==> src/hw/rtl/tilt_pkg.sv <==
// Types, constants and the arctangent table of the tilt angle alarm
package tilt_pkg;

  localparam int SAMPLE_BITS      = 12;
  localparam int ANGLE_ITERATIONS = 16;
  localparam int ITER_W           = $clog2(ANGLE_ITERATIONS);
  localparam int ATAN_LEN         = 24;
  localparam int ATAN_IDX_W       = $clog2(ATAN_LEN);

  localparam int THR_W    = 15;
  localparam int MID_W    = 13;
  localparam int CFG_W    = 15;
  localparam int CENT_W   = SAMPLE_BITS + 2;       // centered sample, signed
  localparam int FRAC_SH  = 16;                    // operand pre-scale
  localparam int CORDIC_W = CENT_W + FRAC_SH + 3;  // room for CORDIC gain
  localparam int Z_W      = 25;                    // degrees * 2^16, signed
  localparam int ANGLE_W  = 16;
  localparam int CLS_W    = 2;

  localparam int Q8_90DEG = 23040;

  // register indexes
  localparam logic REG_THRESHOLD = 1'b0;
  localparam logic REG_MIDSCALE  = 1'b1;

  // level classes
  localparam logic [CLS_W-1:0] CLS_NORMAL = 2'd0;
  localparam logic [CLS_W-1:0] CLS_HIGH   = 2'd1;
  localparam logic [CLS_W-1:0] CLS_LOW    = 2'd2;
  localparam logic [CLS_W-1:0] CLS_EDGE   = 2'd3;

  typedef struct packed {
    logic led_high;
    logic led_low;
    logic buzzer;
  } led_t;

  typedef struct packed {
    logic [CLS_W-1:0] cls;
    led_t             leds;
  } alarm_res_t;

  // atan(2^-i) in degrees, scaled by 2^16
  function automatic logic signed [Z_W-1:0] atan_deg16(input logic [ATAN_IDX_W-1:0] i);
    logic signed [Z_W-1:0] v;
    unique case (i)
      5'd0:  v = 25'sd2949120;
      5'd1:  v = 25'sd1740967;
      5'd2:  v = 25'sd919879;
      5'd3:  v = 25'sd466945;
      5'd4:  v = 25'sd234379;
      5'd5:  v = 25'sd117304;
      5'd6:  v = 25'sd58666;
      5'd7:  v = 25'sd29335;
      5'd8:  v = 25'sd14668;
      5'd9:  v = 25'sd7334;
      5'd10: v = 25'sd3667;
      5'd11: v = 25'sd1833;
      5'd12: v = 25'sd917;
      5'd13: v = 25'sd458;
      5'd14: v = 25'sd229;
      5'd15: v = 25'sd115;
      5'd16: v = 25'sd57;
      5'd17: v = 25'sd29;
      5'd18: v = 25'sd14;
      5'd19: v = 25'sd7;
      5'd20: v = 25'sd4;
      5'd21: v = 25'sd2;
      5'd22: v = 25'sd1;
      default: v = '0;
    endcase
    return v;
  endfunction

endpackage

==> src/hw/rtl/tilt_cordic.sv <==
// Iterative vectoring CORDIC: one shift/add-sub step per cycle
module tilt_cordic
  import tilt_pkg::*;
(
  input  logic                       clk,
  input  logic                       rst_n,
  input  logic                       start,
  input  logic signed [CORDIC_W-1:0] x_init,
  input  logic signed [CORDIC_W-1:0] y_init,
  output logic                       done,
  output logic signed [Z_W-1:0]      z_out
);

  logic signed [CORDIC_W-1:0] x_r, x_nxt;
  logic signed [CORDIC_W-1:0] y_r, y_nxt;
  logic signed [Z_W-1:0]      z_r, z_nxt;
  logic [ITER_W-1:0]          idx_r, idx_nxt;
  logic                       busy_r, busy_nxt;
  logic                       done_r, done_nxt;
  logic signed [CORDIC_W-1:0] dx, dy;
  logic signed [Z_W-1:0]      dz;

  // the one shared step unit
  assign dx = y_r >>> idx_r;
  assign dy = x_r >>> idx_r;
  assign dz = atan_deg16(ATAN_IDX_W'(idx_r));

  always_comb begin
    x_nxt    = x_r;
    y_nxt    = y_r;
    z_nxt    = z_r;
    idx_nxt  = idx_r;
    busy_nxt = busy_r;
    done_nxt = 1'b0;
    if (start) begin
      x_nxt    = x_init;
      y_nxt    = y_init;
      z_nxt    = '0;
      idx_nxt  = '0;
      busy_nxt = 1'b1;
    end else if (busy_r) begin
      if (!y_r[CORDIC_W-1]) begin
        x_nxt = x_r + dx;
        y_nxt = y_r - dy;
        z_nxt = z_r + dz;
      end else begin
        x_nxt = x_r - dx;
        y_nxt = y_r + dy;
        z_nxt = z_r - dz;
      end
      idx_nxt = idx_r + 1'b1;
      if (idx_r == ITER_W'(ANGLE_ITERATIONS - 1)) begin
        busy_nxt = 1'b0;
        done_nxt = 1'b1;
      end
    end
  end

  always_ff @(posedge clk) begin
    if (!rst_n) begin
      busy_r <= 1'b0;
      done_r <= 1'b0;
      idx_r  <= '0;
    end else begin
      busy_r <= busy_nxt;
      done_r <= done_nxt;
      idx_r  <= idx_nxt;
    end
    x_r <= x_nxt;
    y_r <= y_nxt;
    z_r <= z_nxt;
  end

  assign done  = done_r;
  assign z_out = z_r;

endmodule

==> src/hw/rtl/tilt_alarm.sv <==
// Threshold classification and LED / buzzer state
module tilt_alarm
  import tilt_pkg::*;
(
  input  logic                      clk,
  input  logic                      rst_n,
  input  logic                      update,
  input  logic                      defined,
  input  logic signed [ANGLE_W-1:0] angle,
  input  logic [THR_W-1:0]          threshold,
  output alarm_res_t                res
);

  led_t leds_r, leds_nxt;
  logic [CLS_W-1:0] cls;
  logic signed [ANGLE_W:0] ang_x, thr_p, thr_n;

  assign ang_x = {angle[ANGLE_W-1], angle};
  assign thr_p = $signed({2'b00, threshold});
  assign thr_n = -thr_p;

  always_comb begin
    leds_nxt = leds_r;
    priority if (!defined) begin
      cls = CLS_EDGE;
    end else if (ang_x > thr_p) begin
      cls               = CLS_HIGH;
      leds_nxt.led_high = ~leds_r.led_high;
      leds_nxt.buzzer   = ~leds_r.buzzer;
      leds_nxt.led_low  = 1'b0;
    end else if (ang_x < thr_n) begin
      cls               = CLS_LOW;
      leds_nxt.led_low  = ~leds_r.led_low;
      leds_nxt.buzzer   = ~leds_r.buzzer;
      leds_nxt.led_high = 1'b0;
    end else if (ang_x > thr_n && ang_x < thr_p) begin
      cls      = CLS_NORMAL;
      leds_nxt = '{led_high: 1'b1, led_low: 1'b1, buzzer: 1'b0};
    end else begin
      cls = CLS_EDGE;  // exactly on a limit
    end
  end

  always_ff @(posedge clk) begin
    if (!rst_n) begin
      leds_r <= '0;
    end else if (update) begin
      leds_r <= leds_nxt;
    end
  end

  assign res.cls  = cls;
  assign res.leds = leds_nxt;

endmodule

==> src/hw/rtl/tilt_angle_level_alarm.sv <==
// Tilt angle level alarm: top level with sequencer and output register
//
//   channel | beat           | direction | fields
//   in_     | one Y/Z pair   | in        | y_sample, z_sample
//   out_    | one result     | out       | angle_q8, level_class, led/buzzer levels
//   cfg_    | register write | in        | threshold_q8 (0), midscale_x2 (1)
//
// A pair that needs the arctangent passes through setup, 16 steps of the single
// shift/add-sub unit in tilt_cordic, rounding and the output load before
// out_tvalid rises; the next pair is taken once the sequencer is back in idle.
// Pairs on an axis skip the CORDIC and go from setup straight to the output load.
// in_tready is high only while idle; a result held in the output register
// stalls the last step until taken. Sync active-low reset; cfg_ready always high.
module tilt_angle_level_alarm
  import tilt_pkg::*;
(
  input  logic        clk,
  input  logic        rst_n,
  input  logic        in_tvalid,
  output logic        in_tready,
  input  logic [23:0] in_tdata,    // [11:0] y_sample, [23:12] z_sample
  output logic        out_tvalid,
  input  logic        out_tready,
  output logic [23:0] out_tdata,   // [15:0] angle_q8, [17:16] level_class,
                                   // [18] led_high, [19] led_low, [20] buzzer_on
  input  logic        cfg_valid,
  output logic        cfg_ready,
  input  logic        cfg_index,
  input  logic [CFG_W-1:0] cfg_data
);

  localparam logic [1:0] ST_IDLE  = 2'd0;
  localparam logic [1:0] ST_SETUP = 2'd1;
  localparam logic [1:0] ST_RUN   = 2'd2;
  localparam logic [1:0] ST_FIN   = 2'd3;

  localparam int RND_W = Z_W - 7;

  logic [1:0] state_r, state_nxt;
  logic [THR_W-1:0] thr_r;
  logic [MID_W-1:0] mid_r;
  logic signed [CENT_W-1:0] yc_r, zc_r;
  logic signed [ANGLE_W-1:0] angle_r, angle_nxt;
  logic def_r, def_nxt;
  logic out_valid_r;
  logic [23:0] out_data_r;

  logic [SAMPLE_BITS-1:0] ys, zs;
  logic signed [CENT_W-1:0] yc_in, zc_in, x_mag, y_fold;
  logic signed [CORDIC_W-1:0] x_init, y_init;
  logic cordic_start, cordic_done;
  logic signed [Z_W-1:0] z_res;
  logic signed [Z_W:0] z_sum;
  logic signed [RND_W-1:0] z_rnd;
  logic out_free, fin_fire;
  alarm_res_t ares;

  assign ys = in_tdata[SAMPLE_BITS-1:0];
  assign zs = in_tdata[SAMPLE_BITS +: SAMPLE_BITS];
  assign yc_in = $signed({1'b0, ys, 1'b0}) - $signed({1'b0, mid_r});
  assign zc_in = $signed({1'b0, zs, 1'b0}) - $signed({1'b0, mid_r});

  // fold Z's sign into Y so the CORDIC x operand is positive
  assign x_mag  = zc_r[CENT_W-1] ? -zc_r : zc_r;
  assign y_fold = zc_r[CENT_W-1] ? -yc_r : yc_r;
  assign x_init = {{(CORDIC_W-CENT_W-FRAC_SH){x_mag[CENT_W-1]}}, x_mag, {FRAC_SH{1'b0}}};
  assign y_init = {{(CORDIC_W-CENT_W-FRAC_SH){y_fold[CENT_W-1]}}, y_fold, {FRAC_SH{1'b0}}};

  // round to nearest Q8.8, ties up
  assign z_sum = {z_res[Z_W-1], z_res} + (Z_W+1)'(128);
  assign z_rnd = z_sum[Z_W:8];

  assign in_tready = (state_r == ST_IDLE);
  assign cfg_ready = 1'b1;
  assign out_free  = !out_valid_r || out_tready;
  assign fin_fire  = (state_r == ST_FIN) && out_free;

  always_comb begin
    state_nxt    = state_r;
    angle_nxt    = angle_r;
    def_nxt      = def_r;
    cordic_start = 1'b0;
    unique case (state_r)
      ST_IDLE: begin
        if (in_tvalid) state_nxt = ST_SETUP;
      end
      ST_SETUP: begin
        def_nxt = 1'b1;
        priority if (yc_r == '0 && zc_r == '0) begin
          def_nxt   = 1'b0;
          angle_nxt = '0;
          state_nxt = ST_FIN;
        end else if (zc_r == '0) begin
          angle_nxt = yc_r[CENT_W-1] ? -ANGLE_W'(Q8_90DEG) : ANGLE_W'(Q8_90DEG);
          state_nxt = ST_FIN;
        end else if (yc_r == '0) begin
          angle_nxt = '0;
          state_nxt = ST_FIN;
        end else begin
          cordic_start = 1'b1;
          state_nxt    = ST_RUN;
        end
      end
      ST_RUN: begin
        if (cordic_done) begin
          priority if (z_rnd > RND_W'(Q8_90DEG))
            angle_nxt = ANGLE_W'(Q8_90DEG);
          else if (z_rnd < -RND_W'(Q8_90DEG))
            angle_nxt = -ANGLE_W'(Q8_90DEG);
          else
            angle_nxt = z_rnd[ANGLE_W-1:0];
          state_nxt = ST_FIN;
        end
      end
      ST_FIN: begin
        if (out_free) state_nxt = ST_IDLE;
      end
      default: state_nxt = ST_IDLE;
    endcase
  end

  tilt_cordic u_cordic (
    .clk    (clk),
    .rst_n  (rst_n),
    .start  (cordic_start),
    .x_init (x_init),
    .y_init (y_init),
    .done   (cordic_done),
    .z_out  (z_res)
  );

  tilt_alarm u_alarm (
    .clk       (clk),
    .rst_n     (rst_n),
    .update    (fin_fire),
    .defined   (def_r),
    .angle     (angle_r),
    .threshold (thr_r),
    .res       (ares)
  );

  always_ff @(posedge clk) begin
    if (!rst_n) begin
      state_r     <= ST_IDLE;
      out_valid_r <= 1'b0;
      thr_r       <= THR_W'(3840);
      mid_r       <= MID_W'(4095);
    end else begin
      state_r <= state_nxt;
      if (fin_fire)
        out_valid_r <= 1'b1;
      else if (out_tready)
        out_valid_r <= 1'b0;
      if (cfg_valid) begin
        unique case (cfg_index)
          REG_THRESHOLD: thr_r <= cfg_data[THR_W-1:0];
          REG_MIDSCALE:  mid_r <= cfg_data[MID_W-1:0];
          default: ;
        endcase
      end
    end
    if (in_tvalid && in_tready) begin
      yc_r <= yc_in;
      zc_r <= zc_in;
    end
    angle_r <= angle_nxt;
    def_r   <= def_nxt;
    if (fin_fire)
      out_data_r <= {3'b000, ares.leds.buzzer, ares.leds.led_low, ares.leds.led_high,
                     ares.cls, angle_r};
  end

  assign out_tvalid = out_valid_r;
  assign out_tdata  = out_data_r;

endmodule

==> config.mk <==
export PLATFORM = sky130hd
export DESIGN_NAME = tilt_angle_level_alarm
export DESIGN_NICKNAME = d
export VERILOG_FILES = /design/src/hw/rtl/tilt_pkg.sv /design/src/hw/rtl/tilt_cordic.sv /design/src/hw/rtl/tilt_alarm.sv /design/src/hw/rtl/tilt_angle_level_alarm.sv
export SDC_FILE = /design/constraint.sdc
export NUM_CORES = 1
export LEC_CHECK = 0
export CORE_ASPECT_RATIO = 0.7
export CORE_UTILIZATION = 65
export CTS_BUF_LIST = sky130_fd_sc_hd__clkbuf_16
export DETAILED_ROUTE_END_ITERATION = 10
export DONT_BUFFER_PORTS = 1
export HOLD_SLACK_MARGIN = 0.1
export PLACE_DENSITY = 0.85
export SLEW_MARGIN = 30
export SYNTH_ARGS = -nofsm -noshare
export SYNTH_HDL_FRONTEND = slang
export SYNTH_HIERARCHICAL = 1
export SYNTH_SLANG_ARGS = --single-unit
export TNS_END_PERCENT = 50
==> constraint.sdc <==
create_clock -name clk -period 14 [get_ports clk]
set_input_delay 0.7 -clock clk [delete_from_list [all_inputs] [get_ports clk]]
set_output_delay 0.7 -clock clk [all_outputs]
set_load 0.02 [all_outputs]
==> flow_summary.json, run 1 <==
{
  "status": "completed",
  "cts.path.max_buffers": 3,
  "grt_antenna_before_repair": 0,
  "worstSkewPairLatency_ns": 0.54,
  "clk_pin_slew_ns": 0.07,
  "vias": 19164,
  "cp_cell_sequence": "buf_4 > mux4_2 > mux2_2 > nor4b_1 > o211ai_1 > nor4_1 > nor2_1 > xor2_1 > ha_1 > and4_1 > and2_1 > nand2_1 > nor2_1 > a2111oi_0 > o31ai_1 > a311o_1 > a31oi_1 > xor2_1 > o21ai_0",
  "min_period_over_period_pct": 50.1,
  "critical-path-max-stage-delay_ns": 0.78,
  "slew_viol_final": 0,
  "first_pass_iters": 5,
  "cts_buffers": 23,
  "cp.required_ns": 14.26,
  "crit_path_top_delay_cell": "dfxtp_4",
  "syn-cell-area_mm2": 0.0213,
  "tritoncts": "done",
  "initial_utilization_pct": 66.0,
  "hp-class": "input port to flop",
  "drive_gt1_share_pct": 8.30,
  "cts_max_level": 1,
  "hold_buffers": 0,
  "setup-tns-final_ns": 0,
  "ys.warnings.count": 6,
  "cp-end-kind": "flop",
  "synth-main-ff-cell": "edfxtp_1",
  "nNetsFinal": 2627,
  "dpl.hpwl_um": 46400,
  "syn_avg_cell_area_um2": 8.70,
  "start_kind": "flop",
  "worstPathMaxFanout": 55,
  "fmax_ghz": 0.143,
  "antenna_cells": 0,
  "synth_edf_count": 131,
  "fp.dieH_um": 154,
  "cts_sinks": 218,
  "drtIter0Drc": 2238,
  "dieArea_mm2": 0.0336,
  "finalCriticalPeriod_ns": 7.01,
  "grt_pass1_wl_um": 96600,
  "grt-ovfl-total": 0,
  "grt_start_max_net_pins": 83,
  "routed_via_density": 6.70,
  "max_slew.worst_pin.slew_ns": 0.951,
  "fin_skew_ns": 0.0311,
  "routed_wl_um": 61600,
  "routabilityCongestion": 1.01,
  "syn_inst": 2453,
  "grt.total_usage_pct": 36.1,
  "rows": 55,
  "drc_errors": 0,
  "io_buffers": 0,
  "relSlewSlack_pct": 35.8,
  "ant_nets": 0,
  "multiInputGateArea_mm2": 0.0149,
  "syn_to_final_growth_pct": 4.55,
  "cts_resized": 0,
  "placeableCoreArea_mm2": 0.0323,
  "grt_pass1_vias": 17611,
  "num-fill-cells": 2619,
  "setup_viol": 0,
  "synth.distinct_cells": 107,
  "post_cts_buffers": 0,
  "rsz0062_at_grt": "false",
  "hold_viol": 0,
  "drv_cap": 0,
  "avgRoutedWirePerCell_um": 21.5,
  "async_flop_share_pct": 0,
  "dieWidth_um": 219,
  "path_class": "flop to flop",
  "yosysSeqAreaShare_pct": 26.6,
  "ys_ff_latch": 218,
  "cp.arrival_ns": 7.28,
  "seq_area_mm2": 0.00569,
  "io_pins": 72,
  "cts_root_buf": "clkbuf_16"
}
==> flip-flops by register name, summed over array words and instances, names as in the netlist, 14 cells and up <==
name and count:
u_cordic/z_out 25, yc_r 14, angle_r 16, out_tdata 21
thr_r 15, u_cordic/y_r 33, u_cordic/x_r 33, u_cordic/dz 22
==> cells by family (layout without fill, tap and decap cells) <==
family          Yosys count  in the layout  share of synthesized area (%)
mux                     189            189                           12.0
fa+ha+maj               166            166                           9.90
compound gates          659            659                           19.9
simple gates            785            785                           18.1
flops                   218            218                           26.6
other cells               2             36                         0.0352
buf+inv                 213            159                           4.28
xor+xnor                221            221                           9.13
==> cell type report <==
class / count / share of cell area [%]
clock inverter: 19 / 0.510
inverter: 104 / 1.75
clock buffer: 23 / 2.58
sequential: 218 / 25.5
timing repair buffer: 13 / 0.437
multi-input combinational: 2056 / 66.9
tap: 427 / 2.39
==> stage by stage <==
stage / worst slack (ns) / hold slack (ns) / cells / instance area [µm²] / utilization, %
finish: 6.99 / 0.239 / 2860 / 22300 / 69.0
global route: 6.53 / 0.228 / 2860 / 22300 / 69.0
detailed placement: 7.15 / 0.471 / 2818 / 21600 / 66.8
floorplan: 7.96 / 0.426 / 2487 / 21500 / -
global placement: 7.28 / 0.455 / 2818 / 21600 / 66.8
CTS: 7.15 / 0.218 / 2860 / 22300 / 69.0
==> worst max-delay path, delay by kind of cell (launching register included) <==
family | cells | cell delay [ns]
muxes | 2 | 0.93
DFF | 1 | 0.78
xor gates and xnor gates | 2 | 0.35
buffers and inverters | 1 | 0.71
adders and majority gates | 1 | 0.32
AOI/OAI and AO/OA | 6 | 1.65
and+or+nand+nor | 7 | 1.97
==> synthesized netlist by cell type (55+ instances only) <==
| library cell | n | area, µm² |
|---|---|---|
| o21ai_0 | 156 | 781 |
| ha_1 | 161 | 2010 |
| inv_1 | 99 | 372 |
| xor2_1 | 66 | 578 |
| dfxtp_1 | 87 | 1740 |
| mux2i_1 | 86 | 861 |
| mux2_2 | 55 | 619 |
| xnor2_1 | 154 | 1350 |
| nor3_1 | 57 | 285 |
| nor2_1 | 191 | 717 |
| a21oi_1 | 168 | 841 |
| nand2_1 | 254 | 953 |
| edfxtp_1 | 131 | 3930 |
==> cell usage in the layout, fill, tap and decap left out, types with 10 or more instances in the layout <==
cell type  instances
nand2_1          254
nor2_1           191
a21oi_1          168
ha_1             161
o21ai_0          156
xnor2_1          153
edfxtp_1         131
inv_1            106
mux2i_1           86
dfxtp_1           83
xor2_1            66
nor3_1            57
mux2_2            55
nand3_1           49
a21o_1            44
mux4_2            42
conb_1            36
nand2b_1          32
a31oi_1           28
o211ai_1          28
nor2b_1           27
nand4_1           26
o31ai_1           25
o21a_1            24
clkbuf_16         23
a21boi_0          22
and2_1            21
and3_1            19
or2_2             18
a211oi_1          18
o21bai_1          17
nor4_1            14
buf_4             13
or4_1             12
o22ai_1           12
nor3b_1           11
a211o_1           10
==> routing by layer <==
metal	part of all wire, %	GRT usage, %
met3	13	10.9
met1	46	55.0
met4	1.6	5.59
met2	40	50.5
met5	0	0
==> final timing paths <==
kind,start,end,slack (ns),cells after the start
worst max-delay path,u_cordic/idx_r[1],u_cordic/x_r[27],6.99,19
worst min-delay path,rst_n,thr_r[9],0.24,1
worst max register to register,u_cordic/idx_r[1],u_cordic/x_r[27],6.99,19
worst min register to register,u_cordic/z_out[0],u_cordic/z_out[0],0.50,2
Power of run 1 is left out: the tool's default activity adds up to more than one toggle a clock period on the data nets, which glitch-free logic cannot reach.
==> run 2: changes to the inputs <==
--- a/config.mk
+++ b/config.mk
@@ -6,12 +6,12 @@
 export NUM_CORES = 1
 export LEC_CHECK = 0
 export CORE_ASPECT_RATIO = 0.7
-export CORE_UTILIZATION = 65
+export CORE_UTILIZATION = 60
 export CTS_BUF_LIST = sky130_fd_sc_hd__clkbuf_16
 export DETAILED_ROUTE_END_ITERATION = 10
 export DONT_BUFFER_PORTS = 1
 export HOLD_SLACK_MARGIN = 0.1
-export PLACE_DENSITY = 0.85
+export PLACE_DENSITY = 0.83
 export SLEW_MARGIN = 30
 export SYNTH_ARGS = -nofsm -noshare
 export SYNTH_HDL_FRONTEND = slang
==> constraint.sdc (replaced) <==
create_clock -name clk -period 6 [get_ports clk]
set_input_delay 0.3 -clock clk [delete_from_list [all_inputs] [get_ports clk]]
set_output_delay 0.3 -clock clk [all_outputs]
set_load 0.02 [all_outputs]
==> run 2 against run 1 <==
Compared with the run above:
- register-to-register slack worse by 6.7 ns
- largest cell class unchanged
- clock skew is 0.00061 ns higher
- wire length is 3.9% higher
- first-iteration DRC count is 0.18% higher
==> flow_summary.json, run 2 (synthesis results as in run 1) <==
{
  "fp.dieH_um": 160,
  "setup_viol": 0,
  "worstPathMaxFanout": 19,
  "cts_sinks": 218,
  "cp-end-kind": "flop",
  "clk_pin_slew_ns": 0.07,
  "finalCriticalPeriod_ns": 5.75,
  "cts_max_level": 1,
  "initial_utilization_pct": 61.2,
  "fin_skew_ns": 0.0318,
  "status": "completed",
  "placeableCoreArea_mm2": 0.0349,
  "hold_depth": 2,
  "ant_nets": 0,
  "fmax_ghz": 0.174,
  "drtIter0Drc": 2242,
  "r2r_start": "u_cordic/idx_r[0]",
  "drc_errors": 0,
  "rows": 57,
  "holdCritStartpoint": "in_tdata[21]",
  "io_pins": 72,
  "io_buffers": 0,
  "nNetsFinal": 2695,
  "min_period_over_period_pct": 95.9,
  "cts_buffers": 24,
  "tritoncts": "done",
  "routabilityCongestion": 0.985,
  "placedInstanceArea_mm2": 0.0220,
  "rsz0062_at_grt": "true",
  "rr_endpoint": "u_cordic/x_r[32]",
  "grt_antenna_before_repair": 0,
  "grt.total_usage_pct": 34.2,
  "layout_common_cells": "254 x nand2_1, 191 x nor2_1, 168 x a21oi_1",
  "start_kind": "flop",
  "dieWidth_um": 227,
  "relSlewSlack_pct": 33.9,
  "first_pass_iters": 6,
  "antenna_cells": 0,
  "grt_pass1_vias": 18099,
  "grt_start_max_net_pins": 93,
  "vias": 19495,
  "reg2reg_slack_ns": 0.25,
  "cp.required_ns": 6.31,
  "grt_pass1_wl_um": 98800,
  "cp.arrival_ns": 6.06,
  "path_class": "flop to flop",
  "cts.path.max_buffers": 3,
  "cts_root_buf": "clkbuf_16",
  "fin_area_mm2": 0.0231,
  "final_common_cell": "nand2_1",
  "max_slew.worst_pin.slew_ns": 0.984,
  "routed_wl_um": 64000,
  "dpl.hpwl_um": 47200,
  "min_to": "zc_r[10]",
  "rr_worst_depth": 21,
  "hold_viol": 0,
  "drive_gt1_share_pct": 9.99,
  "slew_viol_final": 0,
  "worstSkewPairLatency_ns": 0.56,
  "hp-class": "input port to flop",
  "routed_via_density": 6.56,
  "dieArea_mm2": 0.0364,
  "avgRoutedWirePerCell_um": 21.5,
  "syn_to_final_growth_pct": 8.36,
  "grt-ovfl-total": 0,
  "drv_cap": 0
}
## run 2: changes by cell type in the layout (fill, tap and decap cells not counted), sizes merged
| cell | delta |
|---|---|
| bufinv | -1 |
| buf | +36 |
| clkinv | -2 |
| dlygate4sd3 | +31 |
| inv | +1 |
| clkbuf | +4 |
## run 2: per-stage QoR
| stage | setup WS [ns] | util (%) | hold WS [ns] | TNS [ns] | instances |
|---|---|---|---|---|---|
| 2_1_floorplan | 0.0552 | - | 0.424 | 0 | 2487 |
| 3_3_place_gp | 0.217 | 62.9 | 0.377 | 0 | 2896 |
| 3_5_place_dp | 0.105 | 63.0 | 0.383 | 0 | 2896 |
| 4_1_cts | 0.0736 | 66.1 | 0.107 | 0 | 2971 |
| 5_1_grt | -0.0582 | 66.3 | 0.116 | -0.0940 | 2974 |
| 6_report | 0.247 | 66.3 | 0.114 | 0 | 2974 |
## run 2: area by class of cell
type,instances,area [µm²]
Tap cell,472,591
Timing Repair Buffer,80,739
Sequential cell,218,5690
Multi-Input combinational cell,2056,15000
Inverter,104,390
Clock inverter,17,97.6
Fill cell,2806,11700
Clock buffer,27,676
## run 2: timing repair
item,4_1_cts,5_1_grt
hold buffers,31,1
endpoints found under the hold margin,36,3
setup endpoints to repair,0,18
gates resized for setup,0,12
setup buffers,0,2
## run 2: worst max-delay path, cell delays in order (launching register included)
cell,delay (ns)
dfxtp_2,0.60
buf_4,0.28
mux4_2,0.52
mux2i_1,0.39
mux2_2,0.28
ha_1,0.16
o21a_1,0.16
nor2b_1,0.20
and2b_1,0.19
a21oi_1,0.09
xor2_1,0.18
ha_1,0.23
a21o_1,0.17
a21o_1,0.19
a2111oi_1,0.39
nor3_1,0.13
a21oi_1,0.15
a21boi_0,0.17
a31o_2,0.31
a211oi_1,0.23
xnor3_1,0.24
mux2_2,0.26
## run 2: routing by layer
metal	vias up	share of wire, %	GRT usage (%)
met4	0	2.0	7.81
met5	-	0	0
li1	9092	-	-
met1	9312	44	50.2
met2	976	42	48.8
met3	115	12	10.3
## run 2: worst max path at each step
| stage | start | slack [ns] | end |
|---|---|---|---|
| 6_report | u_cordic/idx_r[0] | 0.25 | u_cordic/x_r[32] |
| 4_1_cts | u_cordic/idx_r[1] | 0.07 | u_cordic/y_r[32] |
| 3_3_place_gp | u_cordic/idx_r[1] | 0.22 | u_cordic/y_r[31] |
| 2_1_floorplan | u_cordic/idx_r[3] | 0.06 | u_cordic/y_r[32] |
| 3_5_place_dp | u_cordic/idx_r[1] | 0.11 | u_cordic/y_r[32] |
| 5_1_grt | u_cordic/idx_r[1] | -0.06 | u_cordic/y_r[32] |
Power of run 2 is left out for the same reason.
